[src/rtl/tcp_stream_reassembly_tracker_unit_assert.svh]
// Assertion macros for the reassembly tracker
`ifndef TCP_STREAM_REASSEMBLY_TRACKER_UNIT_ASSERT_SVH
`define TCP_STREAM_REASSEMBLY_TRACKER_UNIT_ASSERT_SVH
// implication checked every clock, off during reset
`define TSR_ASSERT_IMP(lbl, clk, rstn, ante, cons) \
	lbl: assert property (@(posedge clk) disable iff (!rstn) (ante) |-> (cons)) \
		else $error("assertion failed");
// next-cycle implication
`define TSR_ASSERT_NEXT(lbl, clk, rstn, ante, cons) \
	lbl: assert property (@(posedge clk) disable iff (!rstn) (ante) |=> (cons)) \
		else $error("assertion failed");
`endif

[src/rtl/tsr_pkg.sv]
`default_nettype none
// ----------------------------------------------------------------------------
// tsr_pkg
// Shared types and constants of the TCP reassembly tracker.
// ----------------------------------------------------------------------------
package tsr_pkg;
	localparam int FRAG_SLOTS_DEF = 16;
	localparam int NUM_SOURCES = 2;

	localparam logic [2:0] KIND_WRITE = 3'd0;
	localparam logic [2:0] KIND_HELD = 3'd1;
	localparam logic [2:0] KIND_STALE = 3'd2;
	localparam logic [2:0] KIND_SRCS = 3'd3;
	localparam logic [2:0] KIND_FULL = 3'd4;
	localparam logic [2:0] KIND_CLEAR = 3'd5;

	// one beat as carried from front to back
	typedef struct packed {
		logic        mode;
		logic [31:0] seq_number;
		logic [15:0] seg_length;
		logic        syn_flag;
		logic [31:0] source_addr;
		logic [15:0] payload_handle;
	} seg_t;

	typedef enum logic [2:0] {
		ST_IDLE,
		ST_CLASS,
		ST_SCAN,
		ST_EMIT,
		ST_DONE
	} state_t;
endpackage
`default_nettype wire

[src/rtl/tcp_stream_reassembly_tracker_unit.sv]
// An input beat passes the front queue into the back end's current segment,
// which is classified before the first result is registered.
// The back end takes one item at a time; a write with held fragments adds scan
// passes over its source's held fragments, plus any output stall.
// Reset: arst_n empties the queue and clears output valid, stream slots, expected
// sequences and fragment counts; fragment contents are left as they are.
`default_nettype none
// ----------------------------------------------------------------------------
// tcp_stream_reassembly_tracker_unit
// Two-direction TCP segment reassembly tracker, front queue plus back end.
// ----------------------------------------------------------------------------
module tcp_stream_reassembly_tracker_unit #(
	parameter int FRAG_SLOTS = tsr_pkg::FRAG_SLOTS_DEF
) (
	input  wire logic        clk,
	input  wire logic        arst_n,
	input  wire logic        in_valid,
	output logic             in_ready,
	input  wire logic        mode,
	input  wire logic [31:0] seq_number,
	input  wire logic [15:0] seg_length,
	input  wire logic        syn_flag,
	input  wire logic [31:0] source_addr,
	input  wire logic [15:0] payload_handle,
	output logic             out_valid,
	input  wire logic        out_ready,
	output logic [2:0]       kind,
	output logic [15:0]      out_handle,
	output logic [15:0]      skip_bytes,
	output logic [15:0]      write_length,
	output logic             last
);
	tsr_pkg::seg_t in_seg, q_seg;
	logic q_valid, q_ready;

	assign in_seg = '{mode: mode, seq_number: seq_number, seg_length: seg_length,
		syn_flag: syn_flag, source_addr: source_addr, payload_handle: payload_handle};

	tsr_front u_front (
		.clk(clk), .arst_n(arst_n), .in_valid(in_valid), .in_ready(in_ready),
		.in_seg(in_seg), .q_valid(q_valid), .q_ready(q_ready), .q_seg(q_seg)
	);

	tsr_back #(.FRAG_SLOTS(FRAG_SLOTS)) u_back (
		.clk(clk), .arst_n(arst_n), .q_valid(q_valid), .q_ready(q_ready),
		.q_seg(q_seg), .out_valid(out_valid), .out_ready(out_ready), .kind(kind),
		.out_handle(out_handle), .skip_bytes(skip_bytes),
		.write_length(write_length), .last(last)
	);
endmodule
`default_nettype wire

[src/rtl/tsr_front.sv]
`default_nettype none
// ----------------------------------------------------------------------------
// tsr_front
// Input stage and two-entry queue feeding the back end.
// ----------------------------------------------------------------------------
module tsr_front (
	input  wire logic           clk,
	input  wire logic           arst_n,
	input  wire logic           in_valid,
	output logic                in_ready,
	input  wire tsr_pkg::seg_t  in_seg,
	output logic                q_valid,
	input  wire logic           q_ready,
	output tsr_pkg::seg_t       q_seg
);
	tsr_pkg::seg_t mem_q [2];
	logic       wp_q, rp_q;
	logic [1:0] cnt_q;
	logic       push, pop;

	assign in_ready = (cnt_q != 2'd2);
	assign q_valid = (cnt_q != 2'd0);
	assign q_seg = mem_q[rp_q];
	assign push = in_valid && in_ready;
	assign pop = q_valid && q_ready;

	always_ff @(posedge clk) begin
		if (push)
			mem_q[wp_q] <= in_seg;
	end

	always_ff @(posedge clk or negedge arst_n) begin
		if (!arst_n) begin
			wp_q <= 1'b0;
			rp_q <= 1'b0;
			cnt_q <= 2'd0;
		end else begin
			if (push)
				wp_q <= ~wp_q;
			if (pop)
				rp_q <= ~rp_q;
			cnt_q <= cnt_q + {1'b0, push} - {1'b0, pop};
		end
	end

	`include "tcp_stream_reassembly_tracker_unit_assert.svh"
	`TSR_ASSERT_IMP(a_no_overflow, clk, arst_n, cnt_q == 2'd2, !push)
	`TSR_ASSERT_NEXT(a_cnt_push, clk, arst_n, push && !pop, cnt_q == $past(cnt_q) + 2'd1)
	`TSR_ASSERT_NEXT(a_cnt_pop, clk, arst_n, pop && !push, cnt_q == $past(cnt_q) - 2'd1)
endmodule
`default_nettype wire

[src/rtl/tsr_back.sv]
`default_nettype none
// ----------------------------------------------------------------------------
// tsr_back
// Stream state, fragment tables and result sequencing.
// ----------------------------------------------------------------------------
module tsr_back #(
	parameter int FRAG_SLOTS = tsr_pkg::FRAG_SLOTS_DEF
) (
	input  wire logic          clk,
	input  wire logic          arst_n,
	input  wire logic          q_valid,
	output logic               q_ready,
	input  wire tsr_pkg::seg_t q_seg,
	output logic               out_valid,
	input  wire logic          out_ready,
	output logic [2:0]         kind,
	output logic [15:0]        out_handle,
	output logic [15:0]        skip_bytes,
	output logic [15:0]        write_length,
	output logic               last
);
	localparam int IW = (FRAG_SLOTS > 1) ? $clog2(FRAG_SLOTS) : 1;
	localparam int CW = $clog2(FRAG_SLOTS + 1);
	localparam int NS = tsr_pkg::NUM_SOURCES;

	tsr_pkg::state_t state_q, state_d;
	tsr_pkg::seg_t   cur_q;

	logic [31:0] slot_q [NS];
	logic [31:0] exp_q [NS];
	logic [CW-1:0] cnt_q [NS];
	// per-source shift tables, entry 0 newest
	logic [31:0] fseq_q [NS][FRAG_SLOTS];
	logic [15:0] flen_q [NS][FRAG_SLOTS];
	logic [15:0] fhdl_q [NS][FRAG_SLOTS];

	logic          src_q;
	logic [IW-1:0] idx_q;
	logic [CW-1:0] scan_q;
	logic          found_q;
	logic [IW-1:0] hit_q;

	logic          ov_q;
	logic [2:0]    kind_q;
	logic [15:0]   hdl_q, skp_q, wl_q;
	logic          last_q;

	// classification of current segment (one compare path)
	logic        m0, m1, e0, e1, hit, first;
	logic        sidx;
	logic [31:0] e, nseq, sq_t;
	logic [15:0] len_t, skp_t;
	logic [31:0] e_adv;

	always_comb begin
		m0 = (slot_q[0] == cur_q.source_addr);
		m1 = (slot_q[1] == cur_q.source_addr);
		e0 = (slot_q[0] == 32'd0);
		e1 = (slot_q[1] == 32'd0);
		hit = m0 || m1;
		first = !hit && (e0 || e1);
		sidx = hit ? m1 : !e0;
		e = exp_q[sidx];
		nseq = cur_q.seq_number + {16'd0, cur_q.seg_length};
		sq_t = cur_q.seq_number;
		len_t = cur_q.seg_length;
		skp_t = 16'd0;
		if (cur_q.seq_number < e && nseq > e) begin
			skp_t = 16'(e - cur_q.seq_number);
			len_t = 16'(nseq - e);
			sq_t = e;
		end
		e_adv = e + {16'd0, len_t} + {31'd0, cur_q.syn_flag};
	end

	logic scan_hit;
	logic wr_scan;
	logic ins_go, rm_go;
	assign scan_hit = (fseq_q[src_q][idx_q] == exp_q[src_q]);
	// in-order write with fragments held: its last flag waits for the scan
	assign wr_scan = !cur_q.mode && hit && (sq_t == e) && (cnt_q[sidx] != '0);
	assign ins_go = (state_q == tsr_pkg::ST_CLASS) && !cur_q.mode && hit && (sq_t > e)
		&& (cnt_q[sidx] < CW'(FRAG_SLOTS));
	assign rm_go = (state_q == tsr_pkg::ST_EMIT) && !ov_q && found_q;

	always_comb begin
		state_d = state_q;
		q_ready = 1'b0;
		unique case (state_q)
			tsr_pkg::ST_IDLE: begin
				q_ready = !ov_q;
				if (q_valid && !ov_q)
					state_d = tsr_pkg::ST_CLASS;
			end
			tsr_pkg::ST_CLASS: state_d = wr_scan ? tsr_pkg::ST_DONE : tsr_pkg::ST_EMIT;
			tsr_pkg::ST_SCAN: begin
				if (scan_hit || (scan_q + CW'(1) >= cnt_q[src_q]))
					state_d = tsr_pkg::ST_EMIT;
			end
			tsr_pkg::ST_EMIT: begin
				if (!ov_q) begin
					if (found_q)
						state_d = (cnt_q[src_q] == CW'(1)) ? tsr_pkg::ST_EMIT
							: tsr_pkg::ST_DONE;
					else
						state_d = tsr_pkg::ST_IDLE;
				end
			end
			tsr_pkg::ST_DONE: state_d = tsr_pkg::ST_SCAN;
			default: state_d = tsr_pkg::ST_IDLE;
		endcase
	end

	always_ff @(posedge clk or negedge arst_n) begin
		if (!arst_n)
			state_q <= tsr_pkg::ST_IDLE;
		else
			state_q <= state_d;
	end

	assign out_valid = ov_q;
	assign kind = kind_q;
	assign out_handle = hdl_q;
	assign skip_bytes = skp_q;
	assign write_length = wl_q;
	assign last = last_q;

	// output register and state updates
	always_ff @(posedge clk or negedge arst_n) begin
		if (!arst_n) begin
			ov_q <= 1'b0;
			last_q <= 1'b0;
			kind_q <= tsr_pkg::KIND_WRITE;
			hdl_q <= 16'd0;
			skp_q <= 16'd0;
			wl_q <= 16'd0;
			for (int s = 0; s < NS; s++) begin
				slot_q[s] <= 32'd0;
				exp_q[s] <= 32'd0;
				cnt_q[s] <= '0;
			end
			src_q <= 1'b0;
			idx_q <= '0;
			scan_q <= '0;
			found_q <= 1'b0;
			hit_q <= '0;
		end else begin
			unique case (state_q)
				tsr_pkg::ST_IDLE: ;
				tsr_pkg::ST_CLASS: begin
					src_q <= sidx;
					if (cur_q.mode) begin
						ov_q <= 1'b1;
						kind_q <= tsr_pkg::KIND_CLEAR;
						hdl_q <= 16'd0;
						skp_q <= 16'd0;
						wl_q <= 16'd0;
						last_q <= 1'b1;
						for (int s = 0; s < NS; s++) begin
							slot_q[s] <= 32'd0;
							exp_q[s] <= 32'd0;
							cnt_q[s] <= '0;
						end
					end else if (!hit && !first) begin
						ov_q <= 1'b1;
						kind_q <= tsr_pkg::KIND_SRCS;
						hdl_q <= cur_q.payload_handle;
						skp_q <= 16'd0;
						wl_q <= 16'd0;
						last_q <= 1'b1;
					end else if (first) begin
						slot_q[sidx] <= cur_q.source_addr;
						exp_q[sidx] <= nseq + {31'd0, cur_q.syn_flag};
						ov_q <= 1'b1;
						kind_q <= tsr_pkg::KIND_WRITE;
						hdl_q <= cur_q.payload_handle;
						skp_q <= 16'd0;
						wl_q <= cur_q.seg_length;
						last_q <= 1'b1;
					end else if (sq_t == e) begin
						// with fragments held the beat waits for the scan
						exp_q[sidx] <= e_adv;
						ov_q <= (cnt_q[sidx] == '0);
						kind_q <= tsr_pkg::KIND_WRITE;
						hdl_q <= cur_q.payload_handle;
						skp_q <= skp_t;
						wl_q <= len_t;
						last_q <= (cnt_q[sidx] == '0);
					end else if (sq_t > e) begin
						ov_q <= 1'b1;
						hdl_q <= cur_q.payload_handle;
						skp_q <= 16'd0;
						wl_q <= 16'd0;
						last_q <= 1'b1;
						if (cnt_q[sidx] >= CW'(FRAG_SLOTS)) begin
							kind_q <= tsr_pkg::KIND_FULL;
						end else begin
							cnt_q[sidx] <= cnt_q[sidx] + CW'(1);
							kind_q <= tsr_pkg::KIND_HELD;
						end
					end else begin
						ov_q <= 1'b1;
						kind_q <= tsr_pkg::KIND_STALE;
						hdl_q <= cur_q.payload_handle;
						skp_q <= 16'd0;
						wl_q <= 16'd0;
						last_q <= 1'b1;
					end
				end
				tsr_pkg::ST_DONE: begin
					idx_q <= '0;
					scan_q <= '0;
				end
				tsr_pkg::ST_SCAN: begin
					if (scan_hit) begin
						// another beat follows: send the waiting one, remember the hit
						ov_q <= 1'b1;
						found_q <= 1'b1;
						hit_q <= idx_q;
					end else if (scan_q + CW'(1) >= cnt_q[src_q]) begin
						// nothing fits: the waiting beat ends the item
						ov_q <= 1'b1;
						last_q <= 1'b1;
					end else begin
						idx_q <= idx_q + IW'(1);
						scan_q <= scan_q + CW'(1);
					end
				end
				tsr_pkg::ST_EMIT: begin
					if (ov_q) begin
						if (out_ready)
							ov_q <= 1'b0;
					end else if (found_q) begin
						// load the released fragment and unlink it
						found_q <= 1'b0;
						kind_q <= tsr_pkg::KIND_WRITE;
						hdl_q <= fhdl_q[src_q][hit_q];
						skp_q <= 16'd0;
						wl_q <= flen_q[src_q][hit_q];
						exp_q[src_q] <= exp_q[src_q] + {16'd0, flen_q[src_q][hit_q]};
						cnt_q[src_q] <= cnt_q[src_q] - CW'(1);
						ov_q <= (cnt_q[src_q] == CW'(1));
						last_q <= (cnt_q[src_q] == CW'(1));
					end
				end
				default: ;
			endcase
		end
	end

	// fragment tables: insert at the head, or close the gap of a released entry
	always_ff @(posedge clk) begin
		if (ins_go) begin
			for (int k = FRAG_SLOTS - 1; k > 0; k--) begin
				fseq_q[sidx][k] <= fseq_q[sidx][k-1];
				flen_q[sidx][k] <= flen_q[sidx][k-1];
				fhdl_q[sidx][k] <= fhdl_q[sidx][k-1];
			end
			fseq_q[sidx][0] <= sq_t;
			flen_q[sidx][0] <= len_t;
			fhdl_q[sidx][0] <= cur_q.payload_handle;
		end else if (rm_go) begin
			for (int k = 0; k < FRAG_SLOTS - 1; k++) begin
				if (k >= int'(hit_q)) begin
					fseq_q[src_q][k] <= fseq_q[src_q][k+1];
					flen_q[src_q][k] <= flen_q[src_q][k+1];
					fhdl_q[src_q][k] <= fhdl_q[src_q][k+1];
				end
			end
		end
	end

	always_ff @(posedge clk) begin
		if (state_q == tsr_pkg::ST_IDLE && q_valid && !ov_q)
			cur_q <= q_seg;
	end

	`include "tcp_stream_reassembly_tracker_unit_assert.svh"
	`TSR_ASSERT_IMP(a_ready_idle, clk, arst_n, q_ready, state_q == tsr_pkg::ST_IDLE)
	`TSR_ASSERT_IMP(a_cnt_range, clk, arst_n, 1'b1, cnt_q[0] <= CW'(FRAG_SLOTS))
	`TSR_ASSERT_NEXT(a_hold_out, clk, arst_n, ov_q && !out_ready, ov_q && $stable(hdl_q))
endmodule
`default_nettype wire
[config.mk]
export PLATFORM = sky130hd
export DESIGN_NAME = tcp_stream_reassembly_tracker_unit
export DESIGN_NICKNAME = d
export VERILOG_FILES = /design/src/rtl/tsr_pkg.sv /design/src/rtl/tcp_stream_reassembly_tracker_unit.sv /design/src/rtl/tsr_front.sv /design/src/rtl/tsr_back.sv
export VERILOG_INCLUDE_DIRS = /design/src /design/src/rtl
export SDC_FILE = /design/constraint.sdc
export NUM_CORES = 2
export LEC_CHECK = 0
export ABC_AREA = 1
export ABC_CLOCK_PERIOD_IN_PS = 12600
export BUFFER_PORTS_ARGS = -buffer_cell sky130_fd_sc_hd__buf_4
export CAP_MARGIN = 20
export CORE_MARGIN = 1.5
export CORE_UTILIZATION = 35
export DETAILED_ROUTE_END_ITERATION = 7
export PLACE_DENSITY_LB_ADDON = 0.2
export SKIP_LAST_GASP = 1
export SLEW_MARGIN = 20
export SYNTH_ARGS = -nofsm -noshare
export SYNTH_HDL_FRONTEND = slang
export SYNTH_SLANG_ARGS = --single-unit
export TNS_END_PERCENT = 50
[constraint.sdc]
create_clock -name clk -period 12.6 [get_ports clk]
set_clock_uncertainty 0.05 [all_clocks]
set_input_delay 1.89 -clock clk [delete_from_list [all_inputs] [get_ports clk]]
set_output_delay 1.89 -clock clk [all_outputs]
set_load 0.02 [all_outputs]
==> results by group <==
Die
  • Ports: 156
  • Die X: 612 um
  • Total Die Area: approximately 370000 um2
  • Initial Util: 35.2%
  • Core footprint: 369000 um2
  • Die Y: approximately 610 um
  • Site row count: 223

Place
  • Routability cong.: 0.905
  • Port buffer count: between 150 and 200
  • Dpl hpwl: roughly 280 mm
  • DP Worst Slack: ~1.7 ns

CTS
  • Clock buffer depth: 4
  • Clock Pin Slew Worst Setup and Hold Paths: 0.06 ns
  • TritonCTS Buffers: around 280
  • H-tree depth: 5
  • Post-CTS Hold Fix Bufs: 0
  • # resized after CTS: 0
  • CTS root buffer: clkbuf_16
  • Clk Latency, worst-skew pair: 0.87 ns
  • Postcts setup bufs: 0
  • Clk sinks: 2555
  • CTS tree: built

Critical path
  • Critical path class: flip-flop to flip-flop
  • Reg2reg end: u_back.fseq_q[0][344]
  • Slowest stage delay, CP: roughly 0.80 ns
  • RR Startpoint: u_back.cur_q[41]
  • R2R setup slack: 1.77 ns
  • WP data arrival: 11.24 ns
  • CP max FO: 64
  • Crit start category: flip-flop
  • Worst EP required: 13.00 ns
  • Worst setup EP type: flip-flop
  • CP max-delay cell: buf_4
  • Crit path capture: u_back.fseq_q[0][344]
  • R2r worst-path depth: 36
  • Most frequent CP cell: nand2_1
  • Worst Setup SP: u_back.cur_q[41]

Timing
  • Setup TNS: 0 ns
  • Worst slew margin: 18.1%
  • Period minus WS final: approximately 11 ns
  • Min Hold Slack: 0.435 ns
  • Final Cycle Share: 86.0%
  • # setup viols final: 0
  • Final hold vios: 0
  • Actual slew at the worst max-slew pin: between 1 and 1.5 ns
  • Max frequency: between 0.09 and 0.1 GHz
  • Worst setup margin: roughly 1.8 ns
  • Unrepaired setup endpoints after global routing: no
  • Slew Limit Fails: 0

Outcome
  • Status: complete, no violations

Logic synthesis
  • Syn Inst Count: 13577
  • Post-synth EDFFs: about 2300
  • Ys Warns: 0
  • FFs w/ async S/R, synth: about 8.3%
  • Top cells by area, synth: edfxtp_1, nand2_1, o21ai_0, inv_1, dfrtp_1
  • Post-synth top area cell: edfxtp_1
  • Post-Syn Area: 130000 um2
  • Prevailing post-synth register cell: edfxtp_1
  • Post-Syn Nets: 13858
  • Mean post-synth cell area: 9.56 um2
  • Seq cells post-synth: 2555
  • Area share of the largest cell type after synthesis: 54.2%
  • Share of the yosys chip area belonging to registers: 58.3%
  • Yosys cell types: 60

Cells and area
  • Filler cell count: between 30000 and 40000
  • Multi-input gate area: 45300 um2
  • Final Core Density: between 30% and 40%
  • Register area: 75700 um2
  • Share of cells above drive strength 1: 7.01%
  • Final net count: about 14000
  • Area Growth Syn to Fin: 11.4%

Power
  • Switching Power: roughly 3.4 mW
  • Peak supply drop: about 0.10 mV
  • Switching share of total power: 19.9%
  • Comb pwr share: 0.3%
  • Power Density: 119 nW/um2
  • Clk pwr share: a little under half
  • Pint: about 14 mW
  • Leakage: approximately 52 nW
  • Overall power: 17.2 mW
  • Reg power frac: a little over half

Detailed routing
  • Via count: between 90000 and 100k
  • Routed WL: 413 mm
  • Vias/cell: between 5 and 6
  • WL per Instance: 22.2 um
  • 1st-iter DRT viols: between 10000 and 15000
  • Pre-Repair DR Iteration Count: 6
  • ANT nets after route: 0
  • Post-route DRC: 0

Global route
  • Vias in the first global route: 89928
  • First-pass GRT wire length: 609 mm
  • Grt ovf: 0
  • Total track usage: 21.4%
  • Initial antenna violation count: 18
  • Largest net degree at the start of global routing: 196

Job
  • MaxCap Viol Count: 0

Min path
  • Worst hold path type: flip-flop to flip-flop
[logic make-up (layout without fill, tap and decap cells)]
logic type	count (synthesis)	after routing	share of synthesized area (%)
buffers and inverters	2300	2339	7.10
other	0	5	0
DFF	2555	2555	58.3
adders and majority gates	179	179	1.76
and+or+nand+nor	5217	5217	16.2
xor gates and xnor gates	120	120	0.810
AOI/OAI and AO/OA	3102	3102	14.9
muxes	104	104	0.897
[critical path, delay by kind of cell (launching register included)]
family / cells / cell delay, ns
buf+inv: 5 / 1.88
fa+ha+maj: 3 / 1.10
simple gates: 18 / 4.38
flops: 1 / 0.42
xor+xnor: 1 / 0.27
compound gates: 9 / 2.18
[layout by cell type, fill, tap and decap left out, drive strengths merged, types with 18 or more instances in the layout]
master,count
a21oi,313
a221oi,111
a22oi,30
a31oi,19
buf,371
clkbuf,369
clkinv,110
dfrtp,213
edfxtp,2342
ha,173
inv,1469
mux2,98
nand2,3942
nand3,635
nand3b,19
nand4,121
nor2,417
nor3,43
nor4,18
o2111ai,29
o211ai,681
o21ai,1417
o221ai,309
o22ai,119
xnor2,61
xor2,59
[registers in the layout, indices dropped and copies added, names as in the netlist, 10 cells and up]
| signal | flops |
|---|---|
| u_back.fseq_q | 1024 |
| u_back.fhdl_q | 512 |
| u_back.flen_q | 512 |
| u_front.mem_q | 196 |
| u_back.cur_q | 98 |
| u_back.exp_q | 64 |
| u_back.slot_q | 64 |
| u_back.out_handle | 16 |
| u_back.skip_bytes | 16 |
| u_back.write_length | 16 |
| u_back.cnt_q | 10 |
[power groups by stage]
stage                     logic, mW  clock network [mW]  registers, mW
final                        0.0471                8.04           9.13
after global routing         0.0526                8.50           9.13
after CTS                    0.0491                8.19           9.13
after detailed placement     0.0491                   0           9.31
after global placement       0.0489                   0           9.31
after floorplan           0.0000240                   0           9.31
[area by class of cell]
class                   instances  area share, %
well taps                    4950           4.28
flip-flops and latches       2555           52.4
inverters                    1466           3.84
clock buffers                 366           5.29
multi-input cells            8722           31.3
repair buffers                374           2.13
clock inverters               133          0.771
diodes                          5        0.00866
[metal layers]
| metal | GRT usage, % | up-vias | wire length, um |
|---|---|---|---|
| met3 | 3.63 | 417 | 31800 |
| li1 | - | 47169 | - |
| met1 | 33.2 | 46918 | 201000 |
| met2 | 31.0 | 3679 | 172000 |
| met5 | 0 | - | 49 |
| met4 | 4.45 | 8 | 8070 |
[worst min-delay path by stage]
stage                             to  slack, ns  cells after the start              from
finish              u_back.exp_q[16]       0.44                      2  u_back.exp_q[16]
global route        u_back.exp_q[16]       0.46                      2  u_back.exp_q[16]
CTS                 u_back.exp_q[16]       0.44                      2  u_back.exp_q[16]
detailed placement    u_back.kind[2]       0.42                      2    u_back.kind[2]
global placement     u_back.exp_q[5]       0.42                      2   u_back.exp_q[5]
floorplan           u_back.exp_q[16]       0.40                      2  u_back.exp_q[16]
[cells in the mapped netlist (30+ instances only)]
cell         n
nand2_1   3936
edfxtp_1  2342
inv_1     1438
o21ai_0   1286
o211ai_1   681
nand3_1    633
nor2_1     404
clkbuf_1   392
buf_2      347
a21oi_1    311
o221ai_1   309
dfrtp_1    213
ha_1       173
o21ai_1    129
nand4_1    121
o22ai_1    119
a221oi_1   111
mux2_2      98
buf_1       62
xnor2_1     61
xor2_1      59
nor3_1      43
a22oi_1     30
[through the flow]
step	std cells	cell area [um2]
floorplan	13577	130000
global route	18571	145000
detailed placement	18063	136000
finish	18571	145000
CTS	18562	145000
global placement	18059	136000
Note: power is estimated with default switching activity, not from simulation.
